--- config.mk ---
export PLATFORM = sky130hd
export DESIGN_NAME = mcp_ctrl
export DESIGN_NICKNAME = d
export VERILOG_FILES = /design/src/hw/rtl/mcp_pkg.sv /design/src/hw/rtl/mcp_ctrl.sv
export SDC_FILE = /design/constraint.sdc
export NUM_CORES = 1
export LEC_CHECK = 0
export BUFFER_PORTS_ARGS = -buffer_cell sky130_fd_sc_hd__buf_2
export CAP_MARGIN = 5
export CORE_AREA = 3 3 40 42
export DETAILED_ROUTE_END_ITERATION = 8
export DIE_AREA = 0 0 43 45
export PLACE_DENSITY = 0.5
export SYNTH_ARGS = -nofsm -noshare
export SYNTH_HDL_FRONTEND = slang
export SYNTH_SLANG_ARGS = --single-unit
--- constraint.sdc ---
create_clock -name clk -period 1.9 [get_ports clk]
set_input_delay 0.095 -clock clk [delete_from_list [all_inputs] [get_ports clk]]
set_output_delay 0.095 -clock clk [all_outputs]
set_load 0.03 [all_outputs]
--- src/hw/rtl/mcp_pkg.sv ---
// Shared constants and types for the max-cut-pieces block.
package mcp_pkg;

  localparam int LEN_W       = 12;
  localparam int CNT_W       = LEN_W;
  localparam int MAX_LENGTH  = 4095;
  localparam int TABLE_DEPTH = MAX_LENGTH + 1;
  localparam int IDX_W       = $clog2(TABLE_DEPTH);
  localparam int ENTRY_W     = CNT_W + 1;
  localparam int NUM_PIECES  = 3;

  typedef logic [LEN_W-1:0]   len_t;
  typedef logic [ENTRY_W-1:0] entry_t;

  typedef struct packed {
    logic load;
    logic issue;
    logic publish;
  } mcp_cmd_t;

  typedef struct packed {
    logic skip;
    logic last_issue;
  } mcp_sts_t;

endpackage

--- src/hw/rtl/mcp_ctrl.sv ---
// Controller: sequences table fill per word and owns the result handshake.
module mcp_ctrl import mcp_pkg::*; (
  input  logic     clk,
  input  logic     rst,
  input  logic     in_valid,
  output logic     in_ready,
  output logic     out_valid,
  input  logic     out_ready,
  input  mcp_sts_t sts,
  output mcp_cmd_t cmd
);

  typedef enum logic [3:0] {
    S_IDLE   = 4'b0001,
    S_FILL   = 4'b0010,
    S_DRAIN  = 4'b0100,
    S_FINISH = 4'b1000
  } state_t;

  state_t state;
  state_t state_next;
  logic   res_valid;

  assign out_valid = res_valid;

  always_comb begin
    state_next = state;
    cmd        = '0;
    in_ready   = 1'b0;
    case (state)
      S_IDLE: begin
        in_ready = 1'b1;
        if (in_valid) begin
          cmd.load   = 1'b1;
          state_next = sts.skip ? S_FINISH : S_FILL;
        end
      end
      S_FILL: begin
        cmd.issue = 1'b1;
        if (sts.last_issue) begin
          state_next = S_DRAIN;
        end
      end
      S_DRAIN: begin
        state_next = S_FINISH;
      end
      S_FINISH: begin
        // hold until the output register is free
        if (!res_valid || out_ready) begin
          cmd.publish = 1'b1;
          state_next  = S_IDLE;
        end
      end
      default: begin
        state_next = S_IDLE;
      end
    endcase
  end

  always_ff @(posedge clk) begin
    if (rst) begin
      state     <= S_IDLE;
      res_valid <= 1'b0;
    end else begin
      state <= state_next;
      if (cmd.publish) begin
        res_valid <= 1'b1;
      end else if (out_ready) begin
        res_valid <= 1'b0;
      end
    end
  end

  a_fill_ends: assert property (@(posedge clk) disable iff (rst)
    (state == S_FILL) && sts.last_issue |=> (state == S_DRAIN))
    else $error("fill did not stop after the last entry");

  a_busy_after_accept: assert property (@(posedge clk) disable iff (rst)
    in_valid && in_ready |=> (state != S_IDLE))
    else $error("accepted word did not start work");

  a_publish_free: assert property (@(posedge clk) disable iff (rst)
    cmd.publish |-> (!res_valid || out_ready))
    else $error("result overwritten before it was taken");

  a_result_held: assert property (@(posedge clk) disable iff (rst)
    res_valid && !out_ready |=> res_valid)
    else $error("pending result dropped");

endmodule

==> out/summary.md <==
• clock share of power: 0.402
• relative slew slack: 0.734
• area occupied by multi-input gates: 161 um2
• fraction of layout instances using a drive strength above 1: 0.405
• count of distinct cell types in the synthesized netlist: 18
• placement row count: 13
• Starting DRT DRC Count: 2
• slack of the worst reg-to-reg path: 300 ps
• largest voltage drop on the vdd net: 0.359 mV
• vias after detailed routing: 254
• netlist area before placement: 264 um2
• number of clock sinks seen by CTS: 5
• clock tree from TritonCTS: yes
• Total Wirelength: 552 um
• PostCTS Resize Cnt: 0
• portion of the clock cycle consumed by the worst path in the final layout: 0.873
• cell count after placement: 53
• filler instances: 146
• Via-to-Cell Ratio: 4.46
• launching point of the worst reg2reg path: state[2]$_SDFFE_PP0P_
• Boundary Pins: 11
• total gr overflow: 0
• number of antenna repair diodes: 0
• Slew Limit Fails: 0
• Total Neg Setup Slack: 0 ps
• top cells by area in the synthesized netlist: dfxtp_1 (38%), nor4b_1 (6.6%), inv_1 (5.7%)
• instance count of the mapped netlist: 28
• final period demand of the worst path: 1660 ps
• Hold Buf Count CTS: 0
• share of the synthesized area in the top cell type: 0.379
• Total GRT Usage: 0.0724
• most frequently used flop master after synthesis: dfxtp_1
• data required time at the worst endpoint: 1800 ps
• maximum number of pins on one net before global-route repair: 8
• number of failing hold endpoints at the final stage: 0
• power density over cell area: 821 mW/mm2
• starting density of the core: 0.205
• sequential fraction of the synthesis area: 0.379
• post-synth top area cell: dfxtp_1
• Num CTS Buffers: 3
• Post-CTS Setup Repair Bufs: 0
• combinational share of power: 0.201
• count of maximum capacitance violations: 0
• top achievable clock speed: 603 MHz
• number of H-tree branching levels: 1
• Non-Filler Instances: 57
• RSZ-0062 raised after global routing: no
• post-route antenna net violation count: 0
• run status: finished, final reports clean
• clock slew seen by the registers of the worst setup and hold paths: 40 ps
• sequential cell area in the final layout: 100 um2
• internal power: 0.217 mW
• Syn Area/Cell: 9.43 um2
• Sequential Power Share: 0.397
• post-synthesis register bit count: 5
• worst setup path end: cmd[0]
• Critical Path Sink Type: output port
• maximum clock path buffer count: 2
• later-pin clock latency in the skew report: 240 ps
• Root Driver: clkbuf_4
• via count of the first global-routing pass: 248
• setup slack after layout: 241 ps
• post-synthesis net count: 34
• routability congestion estimate: 0.799
• Total Die Area: 0.00194 mm2
• number of iterations in the first detailed-routing pass: 4
• Tightest Hold Check Type: primary input to register
• Max Fanout on Critical Path: 7
• Final nets: 49
• final setup vio count: 0
• arrival time at the worst endpoint: 1560 ps
• worst reg2reg path depth: 3
• switching power share of the total: 0.288
• number of antenna violations at the first check in global routing: 0
• port bufs: 10
• largest clock skew in the final design: 4.29 ps
• transition time of the tightest slew-check pin: 398 ps
• net switching power: 0.0878 mW
• number of DRC violations after detailed routing: 0
• DPL Wire Length: 437 um
• Reg-to-Reg End: state[0]$_SDFFE_PP1P_
• drt wl/cell: 9.68 um
• pre-CTS setup slack: 302 ps
• leakage dissipation: 0.157 nW
• startpoint of the worst setup timing path: state[2]$_SDFFE_PP0P_
• die extent in y: 45 um
• area overhead of the layout relative to synthesis: 40.8%
• wire length of the first global-routing pass: 986 um
• critical path class: register to output port
• proportion of register bits with asynchronous set or reset after synthesis: 0
• Horiz. Die Dim: 43 um
• Critical Path Source Type: register
• Synth warnings: 0
• area of the core region: 0.00128 mm2
• number of synthesized flops with an enable pin: 0
## cells in the final DEF, fill, tap and decap left out, drive strengths merged, types with 2 or more instances in the layout
cell type / synthesis / routed
inv: 4 / 4
clkbuf: 0 / 4
a21oi: 2 / 2
dfxtp: 5 / 5
nor4b: 2 / 2
nor3b: 2 / 2
buf: 0 / 10
## state kept, by name, summed over array words and instances (netlist names)
name	cells
out_valid	1
state	4
## Yosys cell counts (2+ instances only)
| library cell | count |
|---|---|
| dfxtp_1 | 5 |
| inv_1 | 4 |
| a21oi_1 | 2 |
| nor3b_1 | 2 |
| nor4b_1 | 2 |
## worst max-delay path, stage by stage (launching register included)
cell and delay, ps:
dfxtp_1 360, or4b_4 560, and2b_2 210, buf_2 180
## cells by family (layout without fill, tap and decap cells)
family	count (synthesis)	after routing	share of synthesized area
AO/OA/AOI/OAI	7	7	0.190
AND/OR/NAND/NOR	11	11	0.341
buffers and inverters	4	18	0.0569
flip-flops	5	5	0.379
XOR/XNOR	1	1	0.0332
## layer usage
layer / vias to the layer above / global-route usage / wire length [um]
li1: 131 / - / -
met1: 114 / 0.0723 / 217
met2: 7 / 0.108 / 288
met3: 2 / 0.0478 / 38
met4: 0 / 0.0542 / 8
met5: - / 0 / 0
## power groups by stage
stage / Combinational, mW / Sequential, mW / Clock [mW]
floorplan: 0.0433 / 0.122 / 0
global placement: 0.0631 / 0.123 / 0
detailed placement: 0.0622 / 0.123 / 0
CTS: 0.0622 / 0.121 / 0.128
global route: 0.0669 / 0.122 / 0.140
finish: 0.0613 / 0.121 / 0.123
## per-stage QoR
stage                     hold WS [ps]  power, mW   util  cell area, um2
after floorplan                    164      0.165      -             277
after global placement             330      0.186  0.269             345
after detailed placement           326      0.185  0.269             345
after CTS                         65.5      0.311  0.289             372
after global routing              76.8      0.329  0.289             372
final                             65.5      0.305  0.289             372
## cell type report
class                      count  area share
clock buffer                   4      0.0707
inverter                       4      0.0404
multi-input combinational     19       0.434
sequential                     5       0.269
tap                           15      0.0505
timing repair buffer          10       0.135
## how the worst min path moves through the flow
stage,start,to,slack (ps),cells after the start
after global placement,rst,out_valid$_SDFFE_PP0P_,330,2
after detailed placement,rst,state[3]$_SDFFE_PP0P_,330,2
after CTS,rst,state[3]$_SDFFE_PP0P_,70,2
after floorplan,rst,out_valid$_SDFFE_PP0P_,160,1
final,rst,out_valid$_SDFFE_PP0P_,70,2
after global routing,rst,out_valid$_SDFFE_PP0P_,80,2
Power figures use the tool's default switching activity.
